$ cat src/hw/rtl/lcdf_pkg.sv
// ----------------------------------------------------------------------------
// lcdf_pkg
// Shared types, constants and helpers of the dithering LCD framer.
// ----------------------------------------------------------------------------
package lcdf_pkg;

   localparam int unsigned DEF_MAX_ROW_PIXELS = 4096;
   localparam int unsigned QUEUE_DEPTH        = 4;

   localparam int unsigned BPL_W  = 7;
   localparam int unsigned LC_W   = 8;
   localparam int unsigned SRP_W  = 13;
   localparam int unsigned CSR_IW = 2;

   localparam logic [CSR_IW-1:0] CSR_BYTES_PER_LINE    = 2'd0;
   localparam logic [CSR_IW-1:0] CSR_LINE_COUNT        = 2'd1;
   localparam logic [CSR_IW-1:0] CSR_SOURCE_ROW_PIXELS = 2'd2;

   localparam logic [BPL_W-1:0] RST_BYTES_PER_LINE    = 7'd50;
   localparam logic [LC_W-1:0]  RST_LINE_COUNT        = 8'd240;
   localparam logic [SRP_W-1:0] RST_SOURCE_ROW_PIXELS = 13'd400;

   localparam logic [7:0] CMD_VCOM_LOW  = 8'h80;
   localparam logic [7:0] CMD_VCOM_HIGH = 8'hC0;
   localparam logic [7:0] FILL_BYTE     = 8'h00;
   localparam logic [7:0] FIRST_BIT     = 8'b1000_0000;

   // floor(s/3) == (s*683)>>11 for s <= 765
   localparam logic [9:0] RECIP3       = 10'd683;
   localparam int unsigned RECIP3_SHIFT = 11;

   localparam logic [5:0] BAYER [8][8] = '{
      '{6'd0,  6'd32, 6'd8,  6'd40, 6'd2,  6'd34, 6'd10, 6'd42},
      '{6'd48, 6'd16, 6'd56, 6'd24, 6'd50, 6'd18, 6'd58, 6'd26},
      '{6'd12, 6'd44, 6'd4,  6'd36, 6'd14, 6'd46, 6'd6,  6'd38},
      '{6'd60, 6'd28, 6'd52, 6'd20, 6'd62, 6'd30, 6'd54, 6'd22},
      '{6'd3,  6'd35, 6'd11, 6'd43, 6'd1,  6'd33, 6'd9,  6'd41},
      '{6'd51, 6'd19, 6'd59, 6'd27, 6'd49, 6'd17, 6'd57, 6'd25},
      '{6'd15, 6'd47, 6'd7,  6'd39, 6'd13, 6'd45, 6'd5,  6'd37},
      '{6'd63, 6'd31, 6'd55, 6'd23, 6'd61, 6'd29, 6'd53, 6'd21}
   };

   typedef struct packed {
      logic [BPL_W-1:0] bytes_per_line;
      logic [LC_W-1:0]  line_count;
      logic [SRP_W-1:0] source_row_pixels;
   } cfg_type;

   // up to three bytes, data[0] goes out first
   typedef struct packed {
      logic [2:0][7:0] data;
      logic [1:0]      count;
      logic            ends;
   } entry_type;

   function automatic logic [7:0] bit_reverse(input logic [7:0] v);
      logic [7:0] r;
      for (int i = 0; i < 8; i++) begin
         r[i] = v[7-i];
      end
      return r;
   endfunction

endpackage

$ cat src/hw/rtl/lcdf_front.sv
// ----------------------------------------------------------------------------
// lcdf_front
// Pixel intake: dither, pack, track position and build queue entries.
// ----------------------------------------------------------------------------
module lcdf_front
   import lcdf_pkg::*;
#(
   parameter int unsigned MAX_ROW_PIXELS = DEF_MAX_ROW_PIXELS
) (
   input  logic      clock,
   input  logic      reset,
   input  cfg_type   cfg,
   input  logic      req_valid,
   output logic      req_stall,
   input  logic [7:0] req_red,
   input  logic [7:0] req_green,
   input  logic [7:0] req_blue,
   input  logic      req_frame_start,
   input  logic      q_full,
   output logic      q_push,
   output entry_type q_entry
);

   localparam int unsigned COL_W = $clog2(MAX_ROW_PIXELS);
   localparam int unsigned CMP_W = (COL_W + 1 > 14) ? COL_W + 1 : 14;
   localparam int unsigned WID_W = BPL_W + 3;
   localparam logic [CMP_W-1:0] ROW_LIMIT = CMP_W'(MAX_ROW_PIXELS);

   logic [COL_W-1:0] col_ff, col_in;
   logic [7:0]       line_ff, line_in;
   logic [7:0]       pack_ff, pack_in;
   logic             vcom_ff, vcom_in;
   logic             done_ff, done_in;

   logic             accept;
   logic [COL_W-1:0] col0;
   logic [7:0]       line0;
   logic [7:0]       pack0;
   logic             done0;
   logic [BPL_W-1:0] bpl;
   logic [WID_W-1:0] width;
   logic [7:0]       lines;
   logic [CMP_W-1:0] row;
   logic [CMP_W-1:0] x_ext;
   logic             in_panel;
   logic [9:0]       sum;
   logic [19:0]      prod;
   logic [8:0]       level;
   logic [5:0]       thr;
   logic [7:0]       pack_new;
   logic             byte_end;
   logic             line_end;
   logic             more;
   entry_type        entry;

   assign req_stall = q_full;
   assign accept    = req_valid && !q_full;
   assign q_push    = accept && (entry.count != 2'd0);
   assign q_entry   = entry;

   always_comb begin
      col0  = req_frame_start ? '0 : col_ff;
      line0 = req_frame_start ? 8'd0 : line_ff;
      pack0 = req_frame_start ? 8'd0 : pack_ff;
      done0 = req_frame_start ? 1'b0 : done_ff;

      bpl   = (cfg.bytes_per_line == '0) ? BPL_W'(1) : cfg.bytes_per_line;
      width = {bpl, 3'b000};
      lines = (cfg.line_count == '0) ? 8'd1 : cfg.line_count;
      row   = CMP_W'(cfg.source_row_pixels);
      if (row < CMP_W'(width)) begin
         row = CMP_W'(width);
      end
      if (row > ROW_LIMIT) begin
         row = ROW_LIMIT;
      end

      x_ext    = CMP_W'(col0);
      in_panel = !done0 && (x_ext < CMP_W'(width));

      sum   = 10'(req_red) + 10'(req_green) + 10'(req_blue);
      prod  = 20'(sum) * 20'(RECIP3);
      level = (9'(prod[RECIP3_SHIFT +: 8]) + 9'd1) >> 2;
      thr   = BAYER[col0[2:0]][line0[2:0]];

      pack_new = pack0;
      if (level > 9'(thr)) begin
         pack_new = pack0 | (FIRST_BIT >> col0[2:0]);
      end

      byte_end = in_panel && (col0[2:0] == 3'd7);
      line_end = byte_end && (x_ext == CMP_W'(width) - CMP_W'(1));
      more     = (9'(line0) + 9'd1) < 9'(lines);

      entry = '0;
      if (req_frame_start) begin
         entry.data[0] = vcom_ff ? CMD_VCOM_HIGH : CMD_VCOM_LOW;
         entry.data[1] = bit_reverse(8'd1);
         entry.count   = 2'd2;
      end else if (byte_end) begin
         entry.data[0] = pack_new;
         entry.data[1] = FILL_BYTE;
         entry.data[2] = more ? bit_reverse(line0 + 8'd2) : FILL_BYTE;
         entry.count   = line_end ? 2'd3 : 2'd1;
         entry.ends    = line_end && !more;
      end

      col_in  = col0;
      line_in = line0;
      pack_in = pack0;
      done_in = done0;
      vcom_in = req_frame_start ? !vcom_ff : vcom_ff;
      if (!done0) begin
         if (in_panel) begin
            pack_in = byte_end ? 8'd0 : pack_new;
         end
         if (line_end && !more) begin
            done_in = 1'b1;
         end
         if ((x_ext + CMP_W'(1)) >= row) begin
            col_in  = '0;
            line_in = line0 + 8'd1;
         end else begin
            col_in = col0 + COL_W'(1);
         end
      end
   end

   always_ff @(posedge clock) begin
      if (reset) begin
         col_ff  <= '0;
         line_ff <= 8'd0;
         pack_ff <= 8'd0;
         vcom_ff <= 1'b0;
         done_ff <= 1'b1;
      end else if (accept) begin
         col_ff  <= col_in;
         line_ff <= line_in;
         pack_ff <= pack_in;
         vcom_ff <= vcom_in;
         done_ff <= done_in;
      end
   end

endmodule

$ cat src/hw/rtl/lcdf_queue.sv
// ----------------------------------------------------------------------------
// lcdf_queue
// Short entry queue between pixel intake and byte serializer.
// ----------------------------------------------------------------------------
module lcdf_queue
   import lcdf_pkg::*;
(
   input  logic      clock,
   input  logic      reset,
   input  logic      push,
   input  entry_type push_entry,
   output logic      full,
   input  logic      pop,
   output logic      nonempty,
   output entry_type head
);

   localparam int unsigned PTR_W = $clog2(QUEUE_DEPTH);
   localparam int unsigned CNT_W = $clog2(QUEUE_DEPTH + 1);

   entry_type        slot_ff [QUEUE_DEPTH];
   logic [PTR_W-1:0] wr_ff, wr_in;
   logic [PTR_W-1:0] rd_ff, rd_in;
   logic [CNT_W-1:0] cnt_ff, cnt_in;

   assign full     = (cnt_ff == CNT_W'(QUEUE_DEPTH));
   assign nonempty = (cnt_ff != '0);
   assign head     = slot_ff[rd_ff];

   always_comb begin
      wr_in  = wr_ff;
      rd_in  = rd_ff;
      cnt_in = cnt_ff;
      if (push) begin
         wr_in = (wr_ff == PTR_W'(QUEUE_DEPTH - 1)) ? '0 : wr_ff + PTR_W'(1);
      end
      if (pop) begin
         rd_in = (rd_ff == PTR_W'(QUEUE_DEPTH - 1)) ? '0 : rd_ff + PTR_W'(1);
      end
      if (push && !pop) begin
         cnt_in = cnt_ff + CNT_W'(1);
      end else if (pop && !push) begin
         cnt_in = cnt_ff - CNT_W'(1);
      end
   end

   always_ff @(posedge clock) begin
      if (reset) begin
         wr_ff  <= '0;
         rd_ff  <= '0;
         cnt_ff <= '0;
      end else begin
         wr_ff  <= wr_in;
         rd_ff  <= rd_in;
         cnt_ff <= cnt_in;
      end
   end

   always_ff @(posedge clock) begin
      if (push) begin
         slot_ff[wr_ff] <= push_entry;
      end
   end

endmodule

$ cat src/hw/rtl/lcdf_back.sv
// ----------------------------------------------------------------------------
// lcdf_back
// Byte serializer: walk queue entries into the output register, one byte a cycle unless stalled.
// ----------------------------------------------------------------------------
module lcdf_back
   import lcdf_pkg::*;
(
   input  logic       clock,
   input  logic       reset,
   input  logic       q_nonempty,
   input  entry_type  q_head,
   output logic       q_pop,
   output logic       rsp_valid,
   input  logic       rsp_stall,
   output logic [7:0] rsp_spi_byte,
   output logic       rsp_last,
   output logic       rsp_transfer_end
);

   logic [1:0] idx_ff, idx_in;
   logic       valid_ff, valid_in;
   logic [7:0] byte_ff;
   logic       last_ff;
   logic       end_ff;

   logic out_free;
   logic take;
   logic last_byte;

   assign out_free  = !valid_ff || !rsp_stall;
   assign take      = out_free && q_nonempty;
   assign last_byte = (idx_ff == (q_head.count - 2'd1));
   assign q_pop     = take && last_byte;

   assign rsp_valid        = valid_ff;
   assign rsp_spi_byte     = byte_ff;
   assign rsp_last         = last_ff;
   assign rsp_transfer_end = end_ff;

   always_comb begin
      valid_in = out_free ? q_nonempty : valid_ff;
      idx_in   = idx_ff;
      if (take) begin
         idx_in = last_byte ? 2'd0 : idx_ff + 2'd1;
      end
   end

   always_ff @(posedge clock) begin
      if (reset) begin
         valid_ff <= 1'b0;
         idx_ff   <= 2'd0;
      end else begin
         valid_ff <= valid_in;
         idx_ff   <= idx_in;
      end
   end

   always_ff @(posedge clock) begin
      if (take) begin
         byte_ff <= q_head.data[idx_ff];
         last_ff <= last_byte;
         end_ff  <= last_byte && q_head.ends;
      end
   end

endmodule

$ cat src/hw/rtl/rgb_to_memory_lcd_dither_framer.sv
// ----------------------------------------------------------------------------
// rgb_to_memory_lcd_dither_framer
// RGB888 raster pixels in, ordered-dither memory-LCD SPI byte stream out.
// ----------------------------------------------------------------------------
// Usage:
//   req_* takes one RGB888 pixel per transaction in raster order; frame_start
//   marks the first pixel of a source frame. rsp_* gives one SPI byte per
//   transaction: command, per line address / data / dummy, then trailer.
//   rsp_last flags the final byte caused by one pixel, rsp_transfer_end the
//   final byte of a frame. csr_* writes bytes_per_line, line_count and
//   source_row_pixels; the user must write them only while the block is idle,
//   since the block itself does not enforce it.
// Output: bytes of each pixel pass through the queue, then the output register.
// Throughput: one pixel per cycle while req_stall is low, one output byte per cycle
//   while rsp_stall is low. A pixel gives zero to three bytes; line ends give three,
//   held in a four-entry queue; the byte serializer draining it sets the pixel rate.
// Reset: position clears, VCOM phase low, pixels dropped until frame_start;
//   registers return to 50 bytes, 240 lines, 400 pixels per row.
// Stall: rsp_stall holds the output byte; the queue fills and then
//   req_stall rises until space frees.
// ----------------------------------------------------------------------------
module rgb_to_memory_lcd_dither_framer
   import lcdf_pkg::*;
#(
   parameter int unsigned MAX_ROW_PIXELS = DEF_MAX_ROW_PIXELS
) (
   input  logic              clock,
   input  logic              reset,
   input  logic              req_valid,
   output logic              req_stall,
   input  logic [7:0]        req_red,
   input  logic [7:0]        req_green,
   input  logic [7:0]        req_blue,
   input  logic              req_frame_start,
   output logic              rsp_valid,
   input  logic              rsp_stall,
   output logic [7:0]        rsp_spi_byte,
   output logic              rsp_last,
   output logic              rsp_transfer_end,
   input  logic              csr_write,
   input  logic [CSR_IW-1:0] csr_index,
   input  logic [SRP_W-1:0]  csr_data
);

   cfg_type   cfg_ff;
   logic      q_full;
   logic      q_push;
   logic      q_pop;
   logic      q_nonempty;
   entry_type q_entry;
   entry_type q_head;

   always_ff @(posedge clock) begin
      if (reset) begin
         cfg_ff.bytes_per_line    <= RST_BYTES_PER_LINE;
         cfg_ff.line_count        <= RST_LINE_COUNT;
         cfg_ff.source_row_pixels <= RST_SOURCE_ROW_PIXELS;
      end else if (csr_write) begin
         case (csr_index)
            CSR_BYTES_PER_LINE:    cfg_ff.bytes_per_line    <= csr_data[BPL_W-1:0];
            CSR_LINE_COUNT:        cfg_ff.line_count        <= csr_data[LC_W-1:0];
            CSR_SOURCE_ROW_PIXELS: cfg_ff.source_row_pixels <= csr_data;
            default: begin
            end
         endcase
      end
   end

   lcdf_front #(
      .MAX_ROW_PIXELS(MAX_ROW_PIXELS)
   ) u_front (
      .clock           (clock),
      .reset           (reset),
      .cfg             (cfg_ff),
      .req_valid       (req_valid),
      .req_stall       (req_stall),
      .req_red         (req_red),
      .req_green       (req_green),
      .req_blue        (req_blue),
      .req_frame_start (req_frame_start),
      .q_full          (q_full),
      .q_push          (q_push),
      .q_entry         (q_entry)
   );

   lcdf_queue u_queue (
      .clock      (clock),
      .reset      (reset),
      .push       (q_push),
      .push_entry (q_entry),
      .full       (q_full),
      .pop        (q_pop),
      .nonempty   (q_nonempty),
      .head       (q_head)
   );

   lcdf_back u_back (
      .clock            (clock),
      .reset            (reset),
      .q_nonempty       (q_nonempty),
      .q_head           (q_head),
      .q_pop            (q_pop),
      .rsp_valid        (rsp_valid),
      .rsp_stall        (rsp_stall),
      .rsp_spi_byte     (rsp_spi_byte),
      .rsp_last         (rsp_last),
      .rsp_transfer_end (rsp_transfer_end)
   );

`ifndef SYNTH
   a_frame_start_pushes: assert property (@(posedge clock) disable iff (reset)
      req_valid && !req_stall && req_frame_start |-> q_push)
      else $error("frame start transaction produced no queue entry");

   a_end_only_on_line_end: assert property (@(posedge clock) disable iff (reset)
      q_push && q_entry.ends |-> q_entry.count == 2'd3)
      else $error("transfer end outside a line end entry");

   a_end_is_last: assert property (@(posedge clock) disable iff (reset)
      rsp_valid && rsp_transfer_end |-> rsp_last)
      else $error("transfer end byte not flagged last");

   a_reset_clears_output: assert property (@(posedge clock)
      reset |=> !rsp_valid)
      else $error("output valid after reset");
`endif

endmodule
$ cat config.mk
export PLATFORM = sky130hd
export DESIGN_NAME = rgb_to_memory_lcd_dither_framer
export DESIGN_NICKNAME = d
export VERILOG_FILES = /design/src/hw/rtl/lcdf_pkg.sv /design/src/hw/rtl/lcdf_front.sv /design/src/hw/rtl/lcdf_queue.sv /design/src/hw/rtl/lcdf_back.sv /design/src/hw/rtl/rgb_to_memory_lcd_dither_framer.sv
export SDC_FILE = /design/constraint.sdc
export NUM_CORES = 1
export LEC_CHECK = 0
export ABC_AREA = 0
export BUFFER_PORTS_ARGS = -buffer_cell sky130_fd_sc_hd__buf_2
export CAP_MARGIN = 20
export CORE_MARGIN = 2
export CORE_UTILIZATION = 40
export DETAILED_ROUTE_END_ITERATION = 12
export MAX_ROUTING_LAYER = met4
export PLACE_DENSITY_LB_ADDON = 0.08
export SYNTH_ARGS = -nofsm -noshare
export SYNTH_HDL_FRONTEND = slang
export SYNTH_HIERARCHICAL = 1
export SYNTH_SLANG_ARGS = --single-unit
$ cat constraint.sdc
create_clock -name clock -period 9.6 [get_ports clock]
set_input_delay 1.92 -clock clock [delete_from_list [all_inputs] [get_ports clock]]
set_output_delay 1.92 -clock clock [all_outputs]
set_load 0.005 [all_outputs]
Word-level counts from Yosys, hierarchy flattened
Memories as Yosys holds them, arrays and structs flattened. A register that Yosys moved wholly into a read port is not among the register bits.
Index checks and enable logic that the tools add are counted.
{"block": "word_totals", "reg_bits": 78, "ram_bits": 108, "rom_bits": 384, "in_bits": 45, "word_cells": 126, "mem_count": 2}
{"memory": "(name not given)", "words": 8, "width": 48, "rd": 1, "rd_ports_with_merged_regs": 0, "wr": 0, "line": "lcdf_front.sv:84", "source": "thr = BAYER[col0[2:0]][line0[2:0]];"}
{"memory": "u_queue.slot_ff", "words": 4, "width": 27, "rd": 1, "rd_ports_with_merged_regs": 1, "wr": 1, "line": "lcdf_queue.sv:21", "source": "entry_type slot_ff [QUEUE_DEPTH];"}
{"block": "op_classes", "n_addsub": 15, "n_mul": 1, "n_lt_le_gt_ge": 9, "eq_ne": 8, "shifts": 1, "muxes": 41, "n_bitwise": 3, "reduce_logical": 30}
{"cell": "48-bit two-way mux", "n": 2}
{"cell": "8-bit two-way mux", "n": 12}
{"cell": "12-bit two-way mux", "n": 3}
{"cell": "27-bit two-way mux", "n": 1}
{"cell": "10-bit by 10-bit multiplier with 19-bit output (second input constant)", "n": 1}
{"cell": "8-bit by 1-bit adder with 9-bit output (second input constant)", "n": 2}
{"cell": "6-bit binary-select mux with 3-bit select", "n": 1}
{"cell": "18-bit two-way mux", "n": 1}
{"cell": "8-bit binary-select mux with 2-bit select", "n": 1}
{"cell": "12-bit by 14-bit == test with 1-bit output", "n": 1}
{"cell": "14-bit greater-or-equal comparator", "n": 1}
{"cell": "14-bit two-way mux", "n": 1}
{"cell": "7-bit two-way mux", "n": 2}
{"cell": "12-bit by 1-bit adder with 13-bit output (second input constant)", "n": 1}
{"cell": "13-bit greater-than comparator (second input constant)", "n": 1}
{"cell": "13-bit by 10-bit < comparator with 1-bit output", "n": 1}
{"cell": "13-bit two-way mux", "n": 1}
{"cell": "12-bit by 1-bit adder with 12-bit output (second input constant)", "n": 1}
{"cell": "12-bit by 10-bit < comparator with 1-bit output", "n": 1}
{"cell": "2-bit two-way mux", "n": 6}
{"cell": "6-bit two-way mux", "n": 2}
{"cell": "1-bit logical AND", "n": 11}
{"cell": "10-bit by 1-bit subtractor with 11-bit output (second input constant)", "n": 1}
{"cell": "10-bit by 8-bit adder with 10-bit output", "n": 1}
{"cell": "28 further kinds", "n": 52}

Longest topological paths before layout
{"block": "depth", "depth_word": 18, "ltp_mapped": 40}

Hierarchy
The synthesis kept the hierarchy.
{"mod": "lcdf_front", "n_inst": 1, "cells_per_inst": 700, "area_per_inst_um2": 5745.5}
{"mod": "lcdf_queue", "n_inst": 1, "cells_per_inst": 185, "area_per_inst_um2": 4385.5}
{"mod": "rgb_to_memory_lcd_dither_framer", "n_inst": 1, "cells_per_inst": 112, "area_per_inst_um2": 1147.4}
{"mod": "lcdf_back", "n_inst": 1, "cells_per_inst": 59, "area_per_inst_um2": 651.9}

Least setup slack after synthesis
No wires, ideal clock.
{"block": "synth_timing", "path_kind": "input to register", "startpoint": "input port req_red[1]", "endpoint": "register u_front.pack_ff[1]", "setup_ns": 0.117, "t_arrival_ns": 9.318, "required_ns": 9.483, "slack_ns": 0.165, "cell_stages": 39, "path_buffers": 2, "cell_sequence": "inv_1 fa_1 inv_1 ha_1 inv_1 fa_1 nor2b_1 o31a_1 o21ai_0 nand2b_1 xnor2_1 inv_1 ha_1 ha_1 inv_1 fa_1 inv_1 fa_1 [... 3 more ...] ha_1 nand3_1 a211oi_2 o21ai_2 o31ai_1 xnor2_1 or3_1 xor2_1 ha_1 a21o_1 a21oi_1 o21ai_0 o21a_1 a41o_1 buf_6 and4b_1 buf_6 a32o_2"}
{"block": "synth_between", "elab_chain_cells": 9}
{"item": "start, declared", "line": "rgb_to_memory_lcd_dither_framer.sv:31", "source": "input logic [7:0] req_red,"}
{"item": "8-bit by 8-bit adder with 9-bit output", "line": "lcdf_front.sv:81", "source": "sum = 10'(req_red) + 10'(req_green) + 10'(req_blue);"}
{"item": "10-bit by 8-bit adder with 10-bit output", "line": "lcdf_front.sv:81"}
{"item": "10-bit by 10-bit multiplier with 19-bit output", "line": "lcdf_front.sv:82", "source": "prod = 20'(sum) * 20'(RECIP3);"}
{"item": "8-bit by 1-bit adder with 9-bit output", "line": "lcdf_front.sv:83", "source": "level = (9'(prod[RECIP3_SHIFT +: 8]) + 9'd1) >> 2;"}
{"item": "7-bit by 6-bit greater-than comparator with 1-bit output", "line": "lcdf_front.sv:87", "source": "if (level > 9'(thr)) begin"}
{"item": "8-bit two-way mux", "line": "lcdf_front.sv:87"}
{"item": "8-bit two-way mux", "line": "lcdf_front.sv:115", "source": "pack_in = byte_end ? 8'd0 : pack_new;"}
{"item": "8-bit two-way mux", "line": "lcdf_front.sv:114", "source": "if (in_panel) begin"}
{"item": "8-bit two-way mux", "line": "lcdf_front.sv:113", "source": "if (!done0) begin"}
{"item": "end signal, assigned", "line": "lcdf_front.sv:139", "source": "pack_ff <= pack_in;"}
{"item": "end, declared", "line": "lcdf_front.sv:31", "source": "logic [7:0] pack_ff, pack_in;"}
Every way passes these cells.
A chain may end at the register's enable or synchronous reset.

Worst setup path after layout
{"block": "layout_timing", "startpoint": "input port req_red[1]", "endpoint": "register u_front.pack_ff[7]"}
Same word-level chain as after synthesis.

==> results by group <==
Outcome
  • Outcome: completed

Clocking
  • Number of sinks driven by the clock tree: about 190
  • Hold buffer count at CTS: 0
  • CTS tree: done
  • Number of clock buffers inserted by TritonCTS: 17
  • Clock edge transition at the registers on the reported setup and hold paths: 0.08 ns
  • Root Buffer: clkbuf_16
  • Level count of the clock H-tree: 4
  • Insertion delay to the later sink of the worst-skew pair: roughly 0.44 ns
  • Max clock buf depth: 2

Detailed routing
  • Count of vias placed by the detailed router: between 7000 and 8000
  • Iteration count of the initial detailed-routing pass: 5
  • Post-detailed-route via-to-cell ratio: 5.07
  • Total routed wirelength: ~26000 µm
  • Number of remaining DRC errors: 0
  • Count of antenna-violating nets left after detailed routing: 0
  • Routed len/inst: around 17 µm
  • Number of DRC markers in iteration 0: ~570

Floorplanning
  • Die Outline Area: 0.0312 mm²
  • Placement Rows: 63
  • I/O pin total: between 50 and 60
  • Initial Utilization: 0.405
  • Die Span X: around 180 µm
  • Vert. Die Dim: approximately 180 µm
  • Area of the core: 0.0295 mm²

Layout
  • Fraction of final layout cells sized beyond drive strength 1: 0.168
  • Total of fill cells in the finished design: around 2800
  • Multi-input gate area: about 0.0065 mm²
  • Area growth syn-to-layout: 12.7%
  • Number of nets in the final layout: between 1000 and 1500
  • Flip-flop and latch area: 0.00495 mm²
  • Antenna diode count: 0
  • Post-Layout Cell Count: 1531

Setup path
  • Required time worst endpoint: approximately 9.9 ns
  • Critical path startpoint category: input pin
  • Worst reg-to-reg setup slack: between 4 and 5 ns
  • CP max stage cell: fa_1
  • Signal arrival time at the worst endpoint: 9.49 ns
  • Depth of the worst register-to-register path: 18
  • Worst reg2reg endpoint: u_front/col_ff[5]
  • Crit path largest cell delay: around 0.53 ns
  • Start of the worst register-to-register path: cfg_ff[24]
  • Worst Path Class, Setup: input pin to register
  • Endpoint class of the critical path: register
  • Crit Path Max Fanout: 6

Logic synthesis
  • Post-Synth Adder-Cell Area: 0.174
  • Xor and xnor fraction of the mapped netlist area: 0.0426
  • Post-synthesis area per instance: ~11 µm²
  • Commonest register cell after synthesis: edfxtp_1
  • Dominant combinational cell family by area after synthesis: adder cells
  • Basic-gate share of the synthesized area counting and, or, nand and nor cells: 0.119
  • Synth warnings: 6
  • Post-synthesis mux area share: 0.0941
  • Count of flip-flops with a built-in enable after synthesis: around 120
  • Cell variety after synth: 77
  • Gate Count Post-Synth: roughly 1100
  • Fraction of registers with async set/reset: 0
  • Compound-gate portion of the synthesized area: 0.101
  • Syn Std Cell Area: around 0.012 mm²
  • Share of synthesized area occupied by flip-flops and latches: 0.414
  • Count of state elements after synthesis: approximately 190

STA
  • Final worst hold slack: 0.474 ns
  • Slew Limit Fails: 0
  • Highest achievable clock rate: ~110 MHz
  • Worst Max-Slew Pin Slew: 1.06 ns
  • Post-route fraction of the period consumed by the critical path: 0.955
  • Worst setup skew after layout: approximately 0.019 ns
  • Post-route setup slack: ~0.43 ns
  • Shortest period the worst path allows: 9.17 ns
  • Sum of negative setup slack: 0 ns
  • Final count of hold timing violations: 0
  • Relative slew margins: 0.296
  • Final setup viols: 0

Global route
  • Remaining global-route overflow: 0
  • Met1 global-route usage: 0.226
  • Largest net degree at the start of global routing: between 70 and 80
  • Global-route wire length before repair: about 41000 µm
  • Met3 track demand over resource in global routing: 0.0215
  • Tot GR Track Use: 0.173
  • Antenna violations before repair: 0
  • Number of global-route vias before repair: a little under 8000
  • Most utilized layer in the global route result: met2
  • Fraction of met2 tracks used by global routing: 0.286

Placement
  • Cell count after placement: approximately 1500
  • DP Wirelength: about 19000 µm
  • PortBufs: 56
  • Last weighted congestion value of the routability-driven placer: 0.795
  • Place WS: -0.131 ns

Min path
  • Hold-critical path endpoint: u_front/pack_ff[6]
  • Worst min-delay path class: register to register
  • Hold Startpoint: u_front/pack_ff[6]
  • Number of cells on the worst hold path: 1

Flow run
  • Number of violations of the max-capacitance limit: 0
==> cells in the final DEF (no fill, tap or decap), drive strengths merged, types with 3 or more instances in the layout <==
master / count
inv: 100
a41o: 3
a22o: 13
a31oi: 16
and3: 9
nor2b: 16
xnor2: 28
o21a: 10
nand2: 51
nor3b: 3
mux2i: 42
buf: 92
xor2: 30
nand4: 14
or3: 7
o211ai: 6
fa: 30
a21o: 15
nor3: 7
o21ai: 36
clkbuf: 17
nor4: 4
nand3: 23
nand2b: 35
or4: 3
and2: 14
mux4: 27
a211oi: 5
a21oi: 41
clkinv: 7
a32o: 5
nand3b: 3
o21bai: 4
conb: 7
dfxtp: 70
edfxtp: 118
ha: 118
mux2: 6
nor2: 79
==> flip-flops by register name, summed over array words and instances, names as in the netlist, 2 cells and up, named ones only <==
register / cells
u_front/col_ff: 12
u_queue/cnt_ff: 3
u_queue/slot_ff: 108
cfg_ff: 28
u_front/line_ff: 8
u_front/pack_ff: 8
u_back/idx_ff: 2
u_queue/wr_ff: 2
u_back/rsp_spi_byte: 8
u_queue/rd_ff: 2
==> through the flow <==
stage | cell area [µm²] | utilization
3_5_place_dp | 12700 | 0.430
6_report | 13400 | 0.456
2_1_floorplan | 12000 | -
5_1_grt | 13400 | 0.456
4_1_cts | 13300 | 0.452
3_3_place_gp | 12700 | 0.430
==> worst max-delay path by stage <==
stage,start,to,slack [ns],cells after the start
4_1_cts,req_red[2],u_queue/slot_ff[2][9],0.29,34
2_1_floorplan,req_red[1],u_front/pack_ff[1],0.16,39
3_5_place_dp,req_red[2],u_queue/slot_ff[0][10],-0.13,34
5_1_grt,req_red[1],u_front/pack_ff[7],-0.02,37
3_3_place_gp,req_red[2],u_front/pack_ff[3],0.03,34
6_report,req_red[1],u_front/pack_ff[7],0.43,37
==> critical path, delay by kind of cell <==
| kind | cells | cell delay, ns |
|---|---|---|
| adder cells (fa/ha/maj) | 10 | 3.32 |
| AO/OA/AOI/OAI | 12 | 2.25 |
| AND/OR/NAND/NOR | 5 | 1.03 |
| buffers and inverters | 8 | 0.61 |
| XOR/XNOR | 2 | 0.34 |
==> cell families (layout without fill, tap and decap cells) <==
group / after synthesis / count (layout)
XOR/XNOR: 58 / 58
flip-flops: 188 / 188
buffers and inverters: 138 / 216
AND/OR/NAND/NOR: 278 / 278
adder cells (fa/ha/maj): 148 / 148
AO/OA/AOI/OAI: 170 / 171
other: 1 / 7
multiplexers: 75 / 75
==> layer usage <==
| layer | vias up | wire length (µm) |
|---|---|---|
| li1 | 3931 | - |
| met1 | 3738 | 12300 |
| met2 | 84 | 12500 |
| met3 | 15 | 430 |
| met4 | 0 | 313 |
| met5 | - | 0 |
==> final cells by class <==
| class | instances | share of cell area |
|---|---|---|
| Clock inverter | 15 | 0.0160 |
| Sequential cell | 188 | 0.368 |
| Inverter | 92 | 0.0257 |
| Clock buffer | 17 | 0.0316 |
| Tap cell | 390 | 0.0363 |
| Multi-Input combinational cell | 737 | 0.481 |
| Timing Repair Buffer | 92 | 0.0419 |
==> cell usage after synthesis, drive strengths merged (4+ instances only) <==
cell type / n / area share
a211oi: 5 / 0.0040
a21o: 15 / 0.0094
a21oi: 41 / 0.018
a22o: 13 / 0.0095
a31oi: 16 / 0.0089
a32o: 5 / 0.0047
and2: 14 / 0.0073
and3: 9 / 0.0047
buf: 32 / 0.021
clkbuf: 14 / 0.0052
dfxtp: 70 / 0.12
edfxtp: 118 / 0.30
fa: 30 / 0.050
ha: 118 / 0.12
inv: 89 / 0.028
mux2: 6 / 0.0057
mux2i: 42 / 0.035
mux4: 27 / 0.053
nand2: 51 / 0.016
nand2b: 35 / 0.018
nand3: 23 / 0.0096
nand4: 14 / 0.0073
nor2: 79 / 0.025
nor2b: 16 / 0.0084
nor3: 7 / 0.0029
nor4: 4 / 0.0021
o211ai: 6 / 0.0038
o21a: 10 / 0.0063
o21ai: 36 / 0.015
o21bai: 4 / 0.0028
or3: 7 / 0.0041
xnor2: 28 / 0.021
xor2: 30 / 0.022
==> what timing repair did <==
action | CTS | global route
gates resized for setup | 0 | 23
setup buffers | 0 | 3
endpoints found under the setup margin | 0 | 38
Power is not shown: default switching activity piles up to over one toggle a cycle in this logic, so the estimate is an artifact.
